==> config.mk <==
export PLATFORM = sky130hd
export DESIGN_NAME = modular_square_root_prime
export DESIGN_NICKNAME = d
export VERILOG_FILES = /design/src/msqrt_pkg.sv /design/src/msqrt_mulmod.sv /design/src/msqrt_datapath.sv /design/src/msqrt_ctrl.sv /design/src/modular_square_root_prime.sv
export SDC_FILE = /design/constraint.sdc
export NUM_CORES = 2
export LEC_CHECK = 0
export CAP_MARGIN = 20
export CORE_MARGIN = 2
export CORE_UTILIZATION = 24
export CTS_CLUSTER_DIAMETER = 120
export DETAILED_ROUTE_END_ITERATION = 16
export DONT_BUFFER_PORTS = 1
export SLEW_MARGIN = 20
export SYNTH_ARGS = -nofsm -noshare
export SYNTH_HDL_FRONTEND = slang
export SYNTH_HIERARCHICAL = 1
export SYNTH_SLANG_ARGS = --single-unit
export TNS_END_PERCENT = 50
==> constraint.sdc <==
create_clock -name clk_i -period 17.3 [get_ports clk_i]
set_input_delay 3.46 -clock clk_i [delete_from_list [all_inputs] [get_ports clk_i]]
set_output_delay 3.46 -clock clk_i [all_outputs]
set_load 0.005 [all_outputs]
==> src/msqrt_pkg.sv <==
// shared types, constants and helpers for the modular square root block
package msqrt_pkg;

  localparam int unsigned WIDTH = 32;
  localparam int unsigned VAL_W = WIDTH;
  localparam int unsigned MOD_W = WIDTH - 1;
  localparam int unsigned EXP_W = WIDTH - 2;
  localparam int unsigned BI_W  = $clog2(EXP_W);
  localparam int unsigned CNT_W = $clog2(VAL_W);
  localparam int unsigned K_W   = $clog2(2 * WIDTH);
  localparam int unsigned KH_W  = K_W - 1;

  typedef struct packed {
    logic signed [VAL_W-1:0] value;
    logic [MOD_W-1:0]        modulus;
  } in_t;

  typedef struct packed {
    logic [MOD_W-1:0] root;
    logic             failed;
  } out_t;

  typedef enum logic [4:0] {
    OP_NOP,
    OP_LOAD,
    OP_MUL,
    OP_FIXN,
    OP_POW_INIT,
    OP_FIND_INIT,
    OP_BI_DEC,
    OP_TOP_SET,
    OP_K_INIT,
    OP_K_NEXT,
    OP_XC_DBL,
    OP_CC_SUM,
    OP_T_XC,
    OP_XC_SUMK,
    OP_OUT_N,
    OP_OUT_U,
    OP_OUT_F
  } op_e;

  typedef enum logic [2:0] {
    SRC_XC,
    SRC_CC,
    SRC_T,
    SRC_U,
    SRC_N,
    SRC_KK,
    SRC_ONE,
    SRC_MAG
  } src_e;

  typedef enum logic {
    DST_T,
    DST_U
  } dst_e;

  typedef struct packed {
    op_e  op;
    src_e a_sel;
    src_e b_sel;
    dst_e dst;
  } cmd_t;

  typedef struct packed {
    logic p_zero;
    logic p_two;
    logic p_mod3;
    logic n_zero;
    logic e_bit;
    logic half_bit;
    logic bi_zero;
    logic k_ok;
    logic cc_zero;
    logic t_eq_n;
    logic mul_done;
  } status_t;

  function automatic logic [MOD_W-1:0] add_mod(input logic [MOD_W-1:0] a,
                                               input logic [MOD_W-1:0] b,
                                               input logic [MOD_W-1:0] p);
    logic [MOD_W:0] s;
    s = {1'b0, a} + {1'b0, b};
    if (s >= {1'b0, p}) begin
      s = s - {1'b0, p};
    end
    return s[MOD_W-1:0];
  endfunction

endpackage

==> src/msqrt_mulmod.sv <==
// bit-serial modular multiplier, one multiplier bit per cycle
module msqrt_mulmod (
  input  logic                           clk_i,
  input  logic                           rst_ni,
  input  logic                           start_i,
  input  logic [msqrt_pkg::MOD_W-1:0]    a_i,
  input  logic [msqrt_pkg::VAL_W-1:0]    b_i,
  input  logic [msqrt_pkg::MOD_W-1:0]    p_i,
  output logic                           done_o,
  output logic [msqrt_pkg::MOD_W-1:0]    r_o
);

  logic [msqrt_pkg::MOD_W-1:0] a_q, a_d;
  logic [msqrt_pkg::VAL_W-1:0] b_q, b_d;
  logic [msqrt_pkg::MOD_W-1:0] r_q, r_d;
  logic [msqrt_pkg::CNT_W-1:0] cnt_q, cnt_d;
  logic                        act_q, act_d;
  logic                        done_q, done_d;
  logic [msqrt_pkg::MOD_W-1:0] dbl;

  always_comb begin
    a_d    = a_q;
    b_d    = b_q;
    r_d    = r_q;
    cnt_d  = cnt_q;
    act_d  = act_q;
    done_d = 1'b0;
    dbl    = msqrt_pkg::add_mod(r_q, r_q, p_i);
    if (start_i) begin
      a_d   = a_i;
      b_d   = b_i;
      r_d   = '0;
      cnt_d = msqrt_pkg::CNT_W'(msqrt_pkg::VAL_W - 1);
      act_d = 1'b1;
    end else if (act_q) begin
      r_d = b_q[cnt_q] ? msqrt_pkg::add_mod(dbl, a_q, p_i) : dbl;
      if (cnt_q == '0) begin
        act_d  = 1'b0;
        done_d = 1'b1;
      end else begin
        cnt_d = cnt_q - 1'b1;
      end
    end
  end

  always_ff @(posedge clk_i or negedge rst_ni) begin
    if (!rst_ni) begin
      act_q  <= 1'b0;
      done_q <= 1'b0;
      cnt_q  <= '0;
    end else begin
      act_q  <= act_d;
      done_q <= done_d;
      cnt_q  <= cnt_d;
    end
  end

  always_ff @(posedge clk_i) begin
    a_q <= a_d;
    b_q <= b_d;
    r_q <= r_d;
  end

  assign done_o = done_q;
  assign r_o    = r_q;

endmodule

==> src/msqrt_datapath.sv <==
// operand registers, counters and result register of the root search
module msqrt_datapath (
  input  logic               clk_i,
  input  logic               rst_ni,
  input  msqrt_pkg::in_t     in_i,
  input  msqrt_pkg::cmd_t    cmd_i,
  output msqrt_pkg::status_t status_o,
  output msqrt_pkg::out_t    result_o,
  output logic               valid_o
);

  localparam int unsigned MW = msqrt_pkg::MOD_W;

  logic [MW-1:0]                 p_q, p_d, n_q, n_d, xc_q, xc_d, cc_q, cc_d;
  logic [MW-1:0]                 t_q, t_d, u_q, u_d, kk_q, kk_d;
  logic [msqrt_pkg::VAL_W-1:0]   mag_q, mag_d, vu;
  logic                          neg_q, neg_d;
  logic [msqrt_pkg::K_W-1:0]     k_q, k_d;
  logic [msqrt_pkg::BI_W-1:0]    bi_q, bi_d, top_q, top_d;
  msqrt_pkg::dst_e               dst_q, dst_d;
  msqrt_pkg::out_t               out_q, out_d;
  logic                          valid_q, valid_d;
  logic [MW-1:0]                 mul_a, mul_r, pm1;
  logic [msqrt_pkg::VAL_W-1:0]   mul_b;
  logic                          mul_done, mul_start;
  logic [msqrt_pkg::EXP_W-1:0]   e, half;
  logic [msqrt_pkg::KH_W-1:0]    kh;
  logic [MW:0]                   kk_inc;

  msqrt_mulmod u_mulmod (
    .clk_i  (clk_i),
    .rst_ni (rst_ni),
    .start_i(mul_start),
    .a_i    (mul_a),
    .b_i    (mul_b),
    .p_i    (p_q),
    .done_o (mul_done),
    .r_o    (mul_r)
  );

  assign mul_start = (cmd_i.op == msqrt_pkg::OP_MUL);
  assign vu        = in_i.value;
  assign e         = msqrt_pkg::EXP_W'(p_q[MW-1:2]) + 1'b1;
  assign pm1       = p_q - 1'b1;
  assign half      = pm1[MW-1:1];
  assign kh        = k_q[msqrt_pkg::K_W-1:1];
  assign kk_inc    = {1'b0, kk_q} + 1'b1;

  always_comb begin
    case (cmd_i.a_sel)
      msqrt_pkg::SRC_XC:  mul_a = xc_q;
      msqrt_pkg::SRC_CC:  mul_a = cc_q;
      msqrt_pkg::SRC_T:   mul_a = t_q;
      msqrt_pkg::SRC_U:   mul_a = u_q;
      msqrt_pkg::SRC_N:   mul_a = n_q;
      msqrt_pkg::SRC_KK:  mul_a = kk_q;
      default:            mul_a = MW'(1);
    endcase
    case (cmd_i.b_sel)
      msqrt_pkg::SRC_XC:  mul_b = {1'b0, xc_q};
      msqrt_pkg::SRC_CC:  mul_b = {1'b0, cc_q};
      msqrt_pkg::SRC_T:   mul_b = {1'b0, t_q};
      msqrt_pkg::SRC_U:   mul_b = {1'b0, u_q};
      msqrt_pkg::SRC_N:   mul_b = {1'b0, n_q};
      msqrt_pkg::SRC_KK:  mul_b = {1'b0, kk_q};
      msqrt_pkg::SRC_ONE: mul_b = msqrt_pkg::VAL_W'(1);
      default:            mul_b = mag_q;
    endcase
  end

  always_comb begin
    p_d = p_q; n_d = n_q; xc_d = xc_q; cc_d = cc_q; t_d = t_q; u_d = u_q;
    kk_d = kk_q; mag_d = mag_q; neg_d = neg_q; k_d = k_q; bi_d = bi_q;
    top_d = top_q; dst_d = dst_q; out_d = out_q; valid_d = 1'b0;
    if (mul_done) begin
      if (dst_q == msqrt_pkg::DST_T) begin
        t_d = mul_r;
      end else begin
        u_d = mul_r;
      end
    end
    unique case (cmd_i.op)
      msqrt_pkg::OP_LOAD: begin
        p_d   = in_i.modulus;
        neg_d = vu[msqrt_pkg::VAL_W-1];
        mag_d = vu[msqrt_pkg::VAL_W-1] ? (~vu + 1'b1) : vu;
        k_d   = msqrt_pkg::K_W'(1);
        kk_d  = MW'(1);
      end
      msqrt_pkg::OP_MUL:       dst_d = cmd_i.dst;
      msqrt_pkg::OP_FIXN:      n_d = (neg_q && t_q != '0) ? (p_q - t_q) : t_q;
      msqrt_pkg::OP_POW_INIT: begin
        u_d  = MW'(1);
        bi_d = msqrt_pkg::BI_W'(msqrt_pkg::EXP_W - 1);
      end
      msqrt_pkg::OP_FIND_INIT: bi_d = msqrt_pkg::BI_W'(msqrt_pkg::EXP_W - 1);
      msqrt_pkg::OP_BI_DEC:    bi_d = bi_q - 1'b1;
      msqrt_pkg::OP_TOP_SET:   top_d = bi_q;
      msqrt_pkg::OP_K_INIT: begin
        xc_d = MW'(1);
        cc_d = kk_q;
        bi_d = top_q;
      end
      msqrt_pkg::OP_K_NEXT: begin
        k_d  = k_q + 1'b1;
        kk_d = (kk_inc == {1'b0, p_q}) ? '0 : kk_inc[MW-1:0];
      end
      msqrt_pkg::OP_XC_DBL:  xc_d = msqrt_pkg::add_mod(u_q, u_q, p_q);
      msqrt_pkg::OP_CC_SUM:  cc_d = msqrt_pkg::add_mod(u_q, t_q, p_q);
      msqrt_pkg::OP_T_XC:    t_d = xc_q;
      msqrt_pkg::OP_XC_SUMK: xc_d = msqrt_pkg::add_mod(cc_q, u_q, p_q);
      msqrt_pkg::OP_OUT_N: begin
        out_d.root = n_q; out_d.failed = 1'b0; valid_d = 1'b1;
      end
      msqrt_pkg::OP_OUT_U: begin
        out_d.root = u_q; out_d.failed = 1'b0; valid_d = 1'b1;
      end
      msqrt_pkg::OP_OUT_F: begin
        out_d.root = '0; out_d.failed = 1'b1; valid_d = 1'b1;
      end
      default: ;
    endcase
  end

  always_ff @(posedge clk_i or negedge rst_ni) begin
    if (!rst_ni) begin
      valid_q <= 1'b0;
      k_q     <= '0;
      bi_q    <= '0;
      top_q   <= '0;
      dst_q   <= msqrt_pkg::DST_T;
    end else begin
      valid_q <= valid_d;
      k_q     <= k_d;
      bi_q    <= bi_d;
      top_q   <= top_d;
      dst_q   <= dst_d;
    end
  end

  always_ff @(posedge clk_i) begin
    p_q <= p_d; n_q <= n_d; xc_q <= xc_d; cc_q <= cc_d; t_q <= t_d; u_q <= u_d;
    kk_q <= kk_d; mag_q <= mag_d; neg_q <= neg_d; out_q <= out_d;
  end

  always_comb begin
    status_o.p_zero   = (p_q == '0);
    status_o.p_two    = (p_q == MW'(2));
    status_o.p_mod3   = (p_q[1:0] == 2'b11);
    status_o.n_zero   = (n_q == '0);
    status_o.e_bit    = e[bi_q];
    status_o.half_bit = half[bi_q];
    status_o.bi_zero  = (bi_q == '0);
    status_o.k_ok     = (kh < msqrt_pkg::KH_W'(MW)) &&
                        ((msqrt_pkg::VAL_W'(1) << kh) < {1'b0, p_q});
    status_o.cc_zero  = (cc_q == '0);
    status_o.t_eq_n   = (t_q == n_q);
    status_o.mul_done = mul_done;
  end

  assign result_o = out_q;
  assign valid_o  = valid_q;

endmodule

==> src/msqrt_ctrl.sv <==
// sequencer that steps the datapath through reduction, power and search
module msqrt_ctrl (
  input  logic               clk_i,
  input  logic               rst_ni,
  input  logic               start,
  input  msqrt_pkg::status_t status_i,
  output msqrt_pkg::cmd_t    cmd_o,
  output logic               busy
);

  localparam logic [4:0] ST_IDLE  = 5'd0;
  localparam logic [4:0] ST_CHK0  = 5'd1;
  localparam logic [4:0] ST_MODN  = 5'd2;
  localparam logic [4:0] ST_FIXN  = 5'd3;
  localparam logic [4:0] ST_CHK1  = 5'd4;
  localparam logic [4:0] ST_PSQ   = 5'd5;
  localparam logic [4:0] ST_PMUL  = 5'd6;
  localparam logic [4:0] ST_PNEXT = 5'd7;
  localparam logic [4:0] ST_FIND  = 5'd8;
  localparam logic [4:0] ST_KCHK  = 5'd9;
  localparam logic [4:0] ST_BTEST = 5'd10;
  localparam logic [4:0] ST_S1    = 5'd11;
  localparam logic [4:0] ST_S2    = 5'd12;
  localparam logic [4:0] ST_S3    = 5'd13;
  localparam logic [4:0] ST_S4    = 5'd14;
  localparam logic [4:0] ST_S5    = 5'd15;
  localparam logic [4:0] ST_S6    = 5'd16;
  localparam logic [4:0] ST_B1    = 5'd17;
  localparam logic [4:0] ST_B2    = 5'd18;
  localparam logic [4:0] ST_B3    = 5'd19;
  localparam logic [4:0] ST_B4    = 5'd20;
  localparam logic [4:0] ST_B5    = 5'd21;
  localparam logic [4:0] ST_B6    = 5'd22;
  localparam logic [4:0] ST_C0    = 5'd23;
  localparam logic [4:0] ST_R1    = 5'd24;
  localparam logic [4:0] ST_R2    = 5'd25;
  localparam logic [4:0] ST_R3    = 5'd26;
  localparam logic [4:0] ST_OUTN  = 5'd27;
  localparam logic [4:0] ST_OUTU  = 5'd28;
  localparam logic [4:0] ST_OUTF  = 5'd29;

  logic [4:0] state_q, state_d;
  logic       issued_q, issued_d;
  logic       mul_req;

  always_comb begin
    state_d     = state_q;
    mul_req     = 1'b0;
    cmd_o.op    = msqrt_pkg::OP_NOP;
    cmd_o.a_sel = msqrt_pkg::SRC_XC;
    cmd_o.b_sel = msqrt_pkg::SRC_XC;
    cmd_o.dst   = msqrt_pkg::DST_T;
    unique case (state_q)
      ST_IDLE: begin
        if (start) begin
          cmd_o.op = msqrt_pkg::OP_LOAD;
          state_d  = ST_CHK0;
        end
      end
      ST_CHK0: state_d = status_i.p_zero ? ST_OUTF : ST_MODN;
      ST_MODN: begin
        mul_req = 1'b1;
        cmd_o.a_sel = msqrt_pkg::SRC_ONE; cmd_o.b_sel = msqrt_pkg::SRC_MAG;
        if (status_i.mul_done) state_d = ST_FIXN;
      end
      ST_FIXN: begin
        cmd_o.op = msqrt_pkg::OP_FIXN;
        state_d  = ST_CHK1;
      end
      ST_CHK1: begin
        if (status_i.p_two || status_i.n_zero) begin
          state_d = ST_OUTN;
        end else if (status_i.p_mod3) begin
          cmd_o.op = msqrt_pkg::OP_POW_INIT;
          state_d  = ST_PSQ;
        end else begin
          cmd_o.op = msqrt_pkg::OP_FIND_INIT;
          state_d  = ST_FIND;
        end
      end
      ST_PSQ: begin
        mul_req = 1'b1;
        cmd_o.a_sel = msqrt_pkg::SRC_U; cmd_o.b_sel = msqrt_pkg::SRC_U;
        cmd_o.dst = msqrt_pkg::DST_U;
        if (status_i.mul_done) state_d = status_i.e_bit ? ST_PMUL : ST_PNEXT;
      end
      ST_PMUL: begin
        mul_req = 1'b1;
        cmd_o.a_sel = msqrt_pkg::SRC_U; cmd_o.b_sel = msqrt_pkg::SRC_N;
        cmd_o.dst = msqrt_pkg::DST_U;
        if (status_i.mul_done) state_d = ST_PNEXT;
      end
      ST_PNEXT: begin
        if (status_i.bi_zero) begin
          state_d = ST_OUTU;
        end else begin
          cmd_o.op = msqrt_pkg::OP_BI_DEC;
          state_d  = ST_PSQ;
        end
      end
      ST_FIND: begin
        if (status_i.half_bit || status_i.bi_zero) begin
          cmd_o.op = msqrt_pkg::OP_TOP_SET;
          state_d  = ST_KCHK;
        end else begin
          cmd_o.op = msqrt_pkg::OP_BI_DEC;
        end
      end
      ST_KCHK: begin
        if (status_i.k_ok) begin
          cmd_o.op = msqrt_pkg::OP_K_INIT;
          state_d  = ST_BTEST;
        end else begin
          state_d = ST_OUTF;
        end
      end
      ST_BTEST: begin
        if (status_i.bi_zero) begin
          cmd_o.op = msqrt_pkg::OP_K_NEXT;
          state_d  = ST_KCHK;
        end else begin
          cmd_o.op = msqrt_pkg::OP_BI_DEC;
          state_d  = ST_S1;
        end
      end
      ST_S1: begin
        mul_req = 1'b1;
        cmd_o.a_sel = msqrt_pkg::SRC_XC; cmd_o.b_sel = msqrt_pkg::SRC_XC;
        cmd_o.dst = msqrt_pkg::DST_T;
        if (status_i.mul_done) state_d = ST_S2;
      end
      ST_S2: begin
        mul_req = 1'b1;
        cmd_o.a_sel = msqrt_pkg::SRC_XC; cmd_o.b_sel = msqrt_pkg::SRC_CC;
        cmd_o.dst = msqrt_pkg::DST_U;
        if (status_i.mul_done) state_d = ST_S3;
      end
      ST_S3: begin
        cmd_o.op = msqrt_pkg::OP_XC_DBL;
        state_d  = ST_S4;
      end
      ST_S4: begin
        mul_req = 1'b1;
        cmd_o.a_sel = msqrt_pkg::SRC_CC; cmd_o.b_sel = msqrt_pkg::SRC_CC;
        cmd_o.dst = msqrt_pkg::DST_U;
        if (status_i.mul_done) state_d = ST_S5;
      end
      ST_S5: begin
        mul_req = 1'b1;
        cmd_o.a_sel = msqrt_pkg::SRC_T; cmd_o.b_sel = msqrt_pkg::SRC_N;
        cmd_o.dst = msqrt_pkg::DST_T;
        if (status_i.mul_done) state_d = ST_S6;
      end
      ST_S6: begin
        cmd_o.op = msqrt_pkg::OP_CC_SUM;
        state_d  = status_i.half_bit ? ST_B1 : ST_C0;
      end
      ST_B1: begin
        cmd_o.op = msqrt_pkg::OP_T_XC;
        state_d  = ST_B2;
      end
      ST_B2: begin
        mul_req = 1'b1;
        cmd_o.a_sel = msqrt_pkg::SRC_XC; cmd_o.b_sel = msqrt_pkg::SRC_KK;
        cmd_o.dst = msqrt_pkg::DST_U;
        if (status_i.mul_done) state_d = ST_B3;
      end
      ST_B3: begin
        cmd_o.op = msqrt_pkg::OP_XC_SUMK;
        state_d  = ST_B4;
      end
      ST_B4: begin
        mul_req = 1'b1;
        cmd_o.a_sel = msqrt_pkg::SRC_CC; cmd_o.b_sel = msqrt_pkg::SRC_KK;
        cmd_o.dst = msqrt_pkg::DST_U;
        if (status_i.mul_done) state_d = ST_B5;
      end
      ST_B5: begin
        mul_req = 1'b1;
        cmd_o.a_sel = msqrt_pkg::SRC_T; cmd_o.b_sel = msqrt_pkg::SRC_N;
        cmd_o.dst = msqrt_pkg::DST_T;
        if (status_i.mul_done) state_d = ST_B6;
      end
      ST_B6: begin
        cmd_o.op = msqrt_pkg::OP_CC_SUM;
        state_d  = ST_C0;
      end
      ST_C0: state_d = status_i.cc_zero ? ST_R1 : ST_BTEST;
      ST_R1: begin
        mul_req = 1'b1;
        cmd_o.a_sel = msqrt_pkg::SRC_N; cmd_o.b_sel = msqrt_pkg::SRC_XC;
        cmd_o.dst = msqrt_pkg::DST_U;
        if (status_i.mul_done) state_d = ST_R2;
      end
      ST_R2: begin
        mul_req = 1'b1;
        cmd_o.a_sel = msqrt_pkg::SRC_U; cmd_o.b_sel = msqrt_pkg::SRC_U;
        cmd_o.dst = msqrt_pkg::DST_T;
        if (status_i.mul_done) state_d = ST_R3;
      end
      ST_R3: state_d = status_i.t_eq_n ? ST_OUTU : ST_BTEST;
      ST_OUTN: begin
        cmd_o.op = msqrt_pkg::OP_OUT_N;
        state_d  = ST_IDLE;
      end
      ST_OUTU: begin
        cmd_o.op = msqrt_pkg::OP_OUT_U;
        state_d  = ST_IDLE;
      end
      ST_OUTF: begin
        cmd_o.op = msqrt_pkg::OP_OUT_F;
        state_d  = ST_IDLE;
      end
      default: state_d = ST_IDLE;
    endcase
    if (mul_req && !issued_q) begin
      cmd_o.op = msqrt_pkg::OP_MUL;
    end
    issued_d = mul_req && !status_i.mul_done;
  end

  always_ff @(posedge clk_i or negedge rst_ni) begin
    if (!rst_ni) begin
      state_q  <= ST_IDLE;
      issued_q <= 1'b0;
    end else begin
      state_q  <= state_d;
      issued_q <= issued_d;
    end
  end

  assign busy = (state_q != ST_IDLE);

endmodule

==> src/modular_square_root_prime.sv <==
// top level of the modular square root block: sequencer plus datapath
// an item first reduces its value with one modular product, then goes on to the power or search products
// prime 3 mod 4: up to 60 products; otherwise up to 9 products per exponent bit per shift try
// one item at a time, the next start is taken in the cycle the result strobe shows
// every modular product goes through the one shared bit-serial modular multiplier
// asynchronous active-low reset returns the sequencer to idle and clears the strobe
module modular_square_root_prime (
  input  logic              clk_i,
  input  logic              rst_ni,
  input  logic              start,
  input  msqrt_pkg::in_t    in_i,
  output logic              busy,
  output msqrt_pkg::out_t   result_o,
  output logic              valid_o
);

  msqrt_pkg::cmd_t    cmd;
  msqrt_pkg::status_t status;

  msqrt_ctrl u_ctrl (
    .clk_i   (clk_i),
    .rst_ni  (rst_ni),
    .start   (start),
    .status_i(status),
    .cmd_o   (cmd),
    .busy    (busy)
  );

  msqrt_datapath u_datapath (
    .clk_i   (clk_i),
    .rst_ni  (rst_ni),
    .in_i    (in_i),
    .cmd_i   (cmd),
    .status_o(status),
    .result_o(result_o),
    .valid_o (valid_o)
  );

  a_accept_busy: assert property (@(posedge clk_i) disable iff (!rst_ni)
    (start && !busy) |=> busy) else $error("accepted item did not raise busy");

  a_valid_idle: assert property (@(posedge clk_i) disable iff (!rst_ni)
    valid_o |-> !busy) else $error("result strobe while still busy");

  a_fail_zero: assert property (@(posedge clk_i) disable iff (!rst_ni)
    (valid_o && result_o.failed) |-> (result_o.root == '0))
    else $error("failed result carries a nonzero root");

  a_busy_start: assert property (@(posedge clk_i) disable iff (!rst_ni)
    $rose(busy) |-> $past(start)) else $error("busy rose without start");

endmodule

---- Word level (Yosys, flattened, before mapping) ----
Cells that the tools add are included.
storage, ports and cells
  logic and storage cells ................. 239
  register bits ........................... 407
  bits of input ports ..................... 66
cells by class
  reductions and logical operators ........ 36
  shifts and indexed selects .............. 1
  order comparisons ....................... 9
  multiplexer cells ....................... 73
  equal/unequal tests ..................... 76
  bitwise logic cells ..................... 1
  add/sub/neg operators ................... 18
operators by type and width
  operator               count
  $mux 31                12
  $pmux 32 s7            1
  $pmux 31 s6            1
  $sub 31x31->31         6
  $add 31x31->32         5
  $ge 32x31->1           5
  $pmux 5 s27            1
  $mux 5                 25
  $pmux 31 s2            2
  $pmux 32 s3            1
  $logic_not 31->1       3
  $pmux 31 s3            1
  $eq 5x4->1 const B     16
  $eq 5x5->1 const B     15
  $pmux 5 s14            1
  $pmux 6 s9             1
  $eq 5x3->1 const B     8
  $add 31x1->32 const B  1
  $add 32x1->32 const B  1
  $eq 32x31->1           1
  $lt 32x31->1           1
  $not 32->32            1
  $shl 1x5->32 const A   1
  $eq 31x2->1 const B    1
  other kinds (37)       103

---- Logic depth before layout (Yosys ltp) ----
  depth after elaboration ................. 10
  depth in mapped cells ................... 33
  gate-level depth less buffers ........... 30

---- By module ----
Netlist, hierarchy kept.
modules (own cells, without submodules)
  module          area an instance (um^2)  instances  cells each
  msqrt_datapath  28894.0                  1          3378
  msqrt_mulmod    9342.7                   1          1061
  msqrt_ctrl      1237.4                   1          178

---- Worst setup path before layout ----
No wires, ideal clock.
  path kind ............................... input-to-reg
  start point ............................. in start
  end point ............................... reg u_datapath.u_mulmod.r_q (netlist bit u_datapath/u_mulmod/r_o[29])
  path slack .............................. 8.976 ns
  setup time .............................. 0.130 ns
  arrival time ............................ 8.195 ns
  stages on the path ...................... 13
  cell sequence ........................... mux2i_1 -> o21ai_0 -> nand3b_1 -> o21a_1 -> o22ai_1 -> clkbuf_1 -> nand2b_1 -> nor2_1 -> nand2b_1 -> clkbuf_1 -> nor2_1 -> a222oi_1 -> o21ai_1
RTL lines
  what                    line                             text
  start: declaration      modular_square_root_prime.sv:10  input logic start,
  end signal: assignment  msqrt_mulmod.sv:61               r_q <= r_d;
  end: declaration        msqrt_mulmod.sv:15               logic [msqrt_pkg::MOD_W-1:0] r_q, r_d;

---- Worst setup path after layout ----
  start point ............................. reg u_datapath.p_q[7]
  end point ............................... reg u_datapath.u_mulmod.r_q (netlist bit u_datapath/u_mulmod/r_o[16])
on the way
  longest elaborated chain between the ends .. 8
  elaborated cells on any way between the ends .. 22
RTL lines
  what                                                    line                   text
  start: declaration                                      msqrt_datapath.sv:14   logic [MW-1:0] p_q, p_d, n_q, n_d, xc_q, xc_d, cc_q, cc_d;
  start signal: assignment                                msqrt_datapath.sv:142  p_q <= p_d; n_q <= n_d; xc_q <= xc_d; cc_q <= cc_d; t_q <= t_d; u_q <= u_d;
  branches (longest 8 deep; another with $add 31x31->32)  n/a
Several ways; the timed one is not identified. The select of a mux whose other input is x is not followed.
A chain may end at the register's enable or synchronous reset.

==> reports/qor.txt <==
Status = complete, no violations
Synth cell count leaders = 398 x nand2_1, 382 x a21oi_1, 362 x nor2_1, 320 x ha_1, 314 x edfxtp_1
Synth Warn # = 6
Synth Area in XOR/XNOR = 8.03%
Clock sink count = 407
Cell mode on critical path = ha_1
Row count = 148
Fin crit share = 48.9%
Initial core utilization = 24.2%
CTS buffer count = 50
Crit-path max cell delay = 0.71 ns
H-tree depth = 2
Max Cap Viol = 0
Per-cell routed wire length = 24.6 µm
Post-synth ARST share = 7.62%
CTS tree = yes
DP HPWL = 130 mm
Crit path max fanout = 59
Syn Nets = 5012
Number of fill cells = 17300
Die Wd = 410 µm
Number of global-route vias before repair = 35200
Netlist cell types = 111
Startpoint types = flop
Initial antenna violation count = 33
Root Buffer = clkbuf_16
Worst hold path class = reg2reg
Worst-margin pin slew = 1.28 ns
Fmax = 118 MHz
Combinational family with the most area after synthesis = compound AO/OA/AOI/OAI gates
Gr ovfl total = 0
Top post-synthesis cells by area = edfxtp_1 24%, ha_1 10%, xnor2_1 5.3%
Path type of the worst setup path = reg2reg
Worst-path clk slew = 0.06 ns
Setup TNS = 0 ns
Mux contribution to synthesized area = 5.47%
CP Data Arrival Time = 8.94 ns
Die Height = 410 µm
Slew Viols, Final = 0
# setup viols final = 0
Synth Area in Adders = 10.6%
Synth top area share = 23.9%
Wirelength, routed = 167 mm
GP Congestion = 1.03
Cell area after synthesis = 39500 µm²
Complex-gate fraction of the synthesized area = 25.6%
Die area = 168000 µm²
Synth Area per Inst = 8.55 µm²
Nets = 4945
Post-layout min period = 8.46 ns
Simple-gate share of the synthesized area = 17.0%
Number of I/O port buffers = 0
Final hold vios = 0
Yosys top cell by area = edfxtp_1
1st-pass router iterations = 7
Setup Skew = 0.0697 ns
1st-iter DRT viols = 5655
Post-synth top flop = edfxtp_1
Worst path slowest cell = edfxtp_1
RSZ-0062 raised after global routing = false
Worst skew pair latency = 0.68 ns
Sequential element share of the synthesized area = 29.0%
Slew margin rel. = 13.9%
Vias = 38200
CTS Hold Buffers Added = 0
DP Cell Count = 6673
Resized cells post-CTS = 0
Placed cell areas = 42200 µm²
EDFF count, synth = 314
Layout cell share with drive strength beyond 1 = 7.99%
Area growth from synthesis to final layout = 11.6%
First-pass GRT wire length = 239 mm
Finished Layout Cells = 6773
Clock Tree Buf Depth = 3
Setup crit end kind = flop
Core ar. = 163000 µm²
Largest net degree at the start of global routing = 65
Count leader, synth = nand2_1
Tot GR Track Use = 19.0%
Ports = 100
Seq cells post-synth = 407
Post-CTS setup repair buffer count = 0
Synth Instances = 4617
Critical Path RT = 17.78 ns
Post-DR vias/cell = 5.64
Final ANT Viol Nets = 0
DR DRC count = 0
Layout Cell Area excl Fill = 44100 µm²
==> per-layer routing <==
metal / up-vias / wire, µm / global-route usage, %
met5: - / 49 / 0
met4: 8 / 11100 / 10.6
met3: 428 / 18500 / 4.09
met2: 2225 / 71500 / 29.0
met1: 18300 / 65700 / 24.6
li1: 17300 / - / -
==> critical path, delay by kind of cell (launching register included) <==
kind | cells | cell delay, ns
buf+inv | 3 | 1.11
flops | 1 | 0.71
fa+ha+maj | 3 | 1.09
compound gates | 12 | 2.90
simple gates | 6 | 1.32
xor+xnor | 1 | 0.16
mux | 3 | 0.95
==> path summary, 6_finish.rpt <==
path	slack, ns	from	depth (start not counted)	end
setup / recovery	8.84	u_datapath/p_q[7]	28	u_datapath/u_mulmod/r_o[16]
hold / removal	0.49	u_datapath/top_q[0]	2	u_datapath/bi_q[0]
setup reg to reg	8.84	u_datapath/p_q[7]	28	u_datapath/u_mulmod/r_o[16]
hold reg to reg	0.49	u_datapath/top_q[0]	2	u_datapath/bi_q[0]
max in group asynchronous	14.63	rst_ni	0	u_datapath/u_mulmod/act_q
min in group asynchronous	2.49	rst_ni	0	u_datapath/u_mulmod/cnt_q[0]
==> cells by family after synthesis <==
family	count (synthesis)
AO/OA/AOI/OAI	1530
XOR/XNOR	361
adder cells (fa/ha/maj)	329
buffers and inverters	418
flip-flops	407
multiplexers	184
AND/OR/NAND/NOR	1388
==> cell type report <==
class,count,area [µm²],share of cell area [%]
multi-input cells,3792,26500,60.1
clock inverters,37,573,1.30
clock buffers,57,1300,2.94
well taps,2175,2720,6.18
diodes,6,15.0,0.0341
flip-flops and latches,407,11400,26.0
repair buffers,104,781,1.77
inverters,195,736,1.67
==> cells in the final DEF (no fill, tap or decap), drive strengths merged, types with 31 or more instances in the layout <==
cell	count
dfrtp	31
a21oi	382
o211ai	37
nor2	363
a31oi	55
a22o	39
o31ai	31
nand2	398
clkbuf	57
xnor2	241
nand4	66
edfxtp	314
a21o	133
nor2b	49
mux2i	103
o21ai	336
buf	104
mux2	63
a22oi	109
o22ai	39
nor4	59
and3	36
nand3	137
ha	320
dfxtp	62
xor2	120
o21bai	37
a211oi	58
o21a	67
nand2b	58
inv	193
nor3	82
==> per-stage QoR <==
stage | utilization (%) | setup slack [ns] | hold WS, ns
after global placement | 25.9 | 9.07 | 0.464
after global routing | 27.0 | 8.37 | 0.523
final | 27.0 | 8.84 | 0.487
after floorplan | - | 8.98 | 0.446
after detailed placement | 25.9 | 9.08 | 0.475
after CTS | 27.0 | 9.04 | 0.488
Power is not shown: default switching activity piles up to over one toggle a cycle in this logic, so the estimate is an artifact.
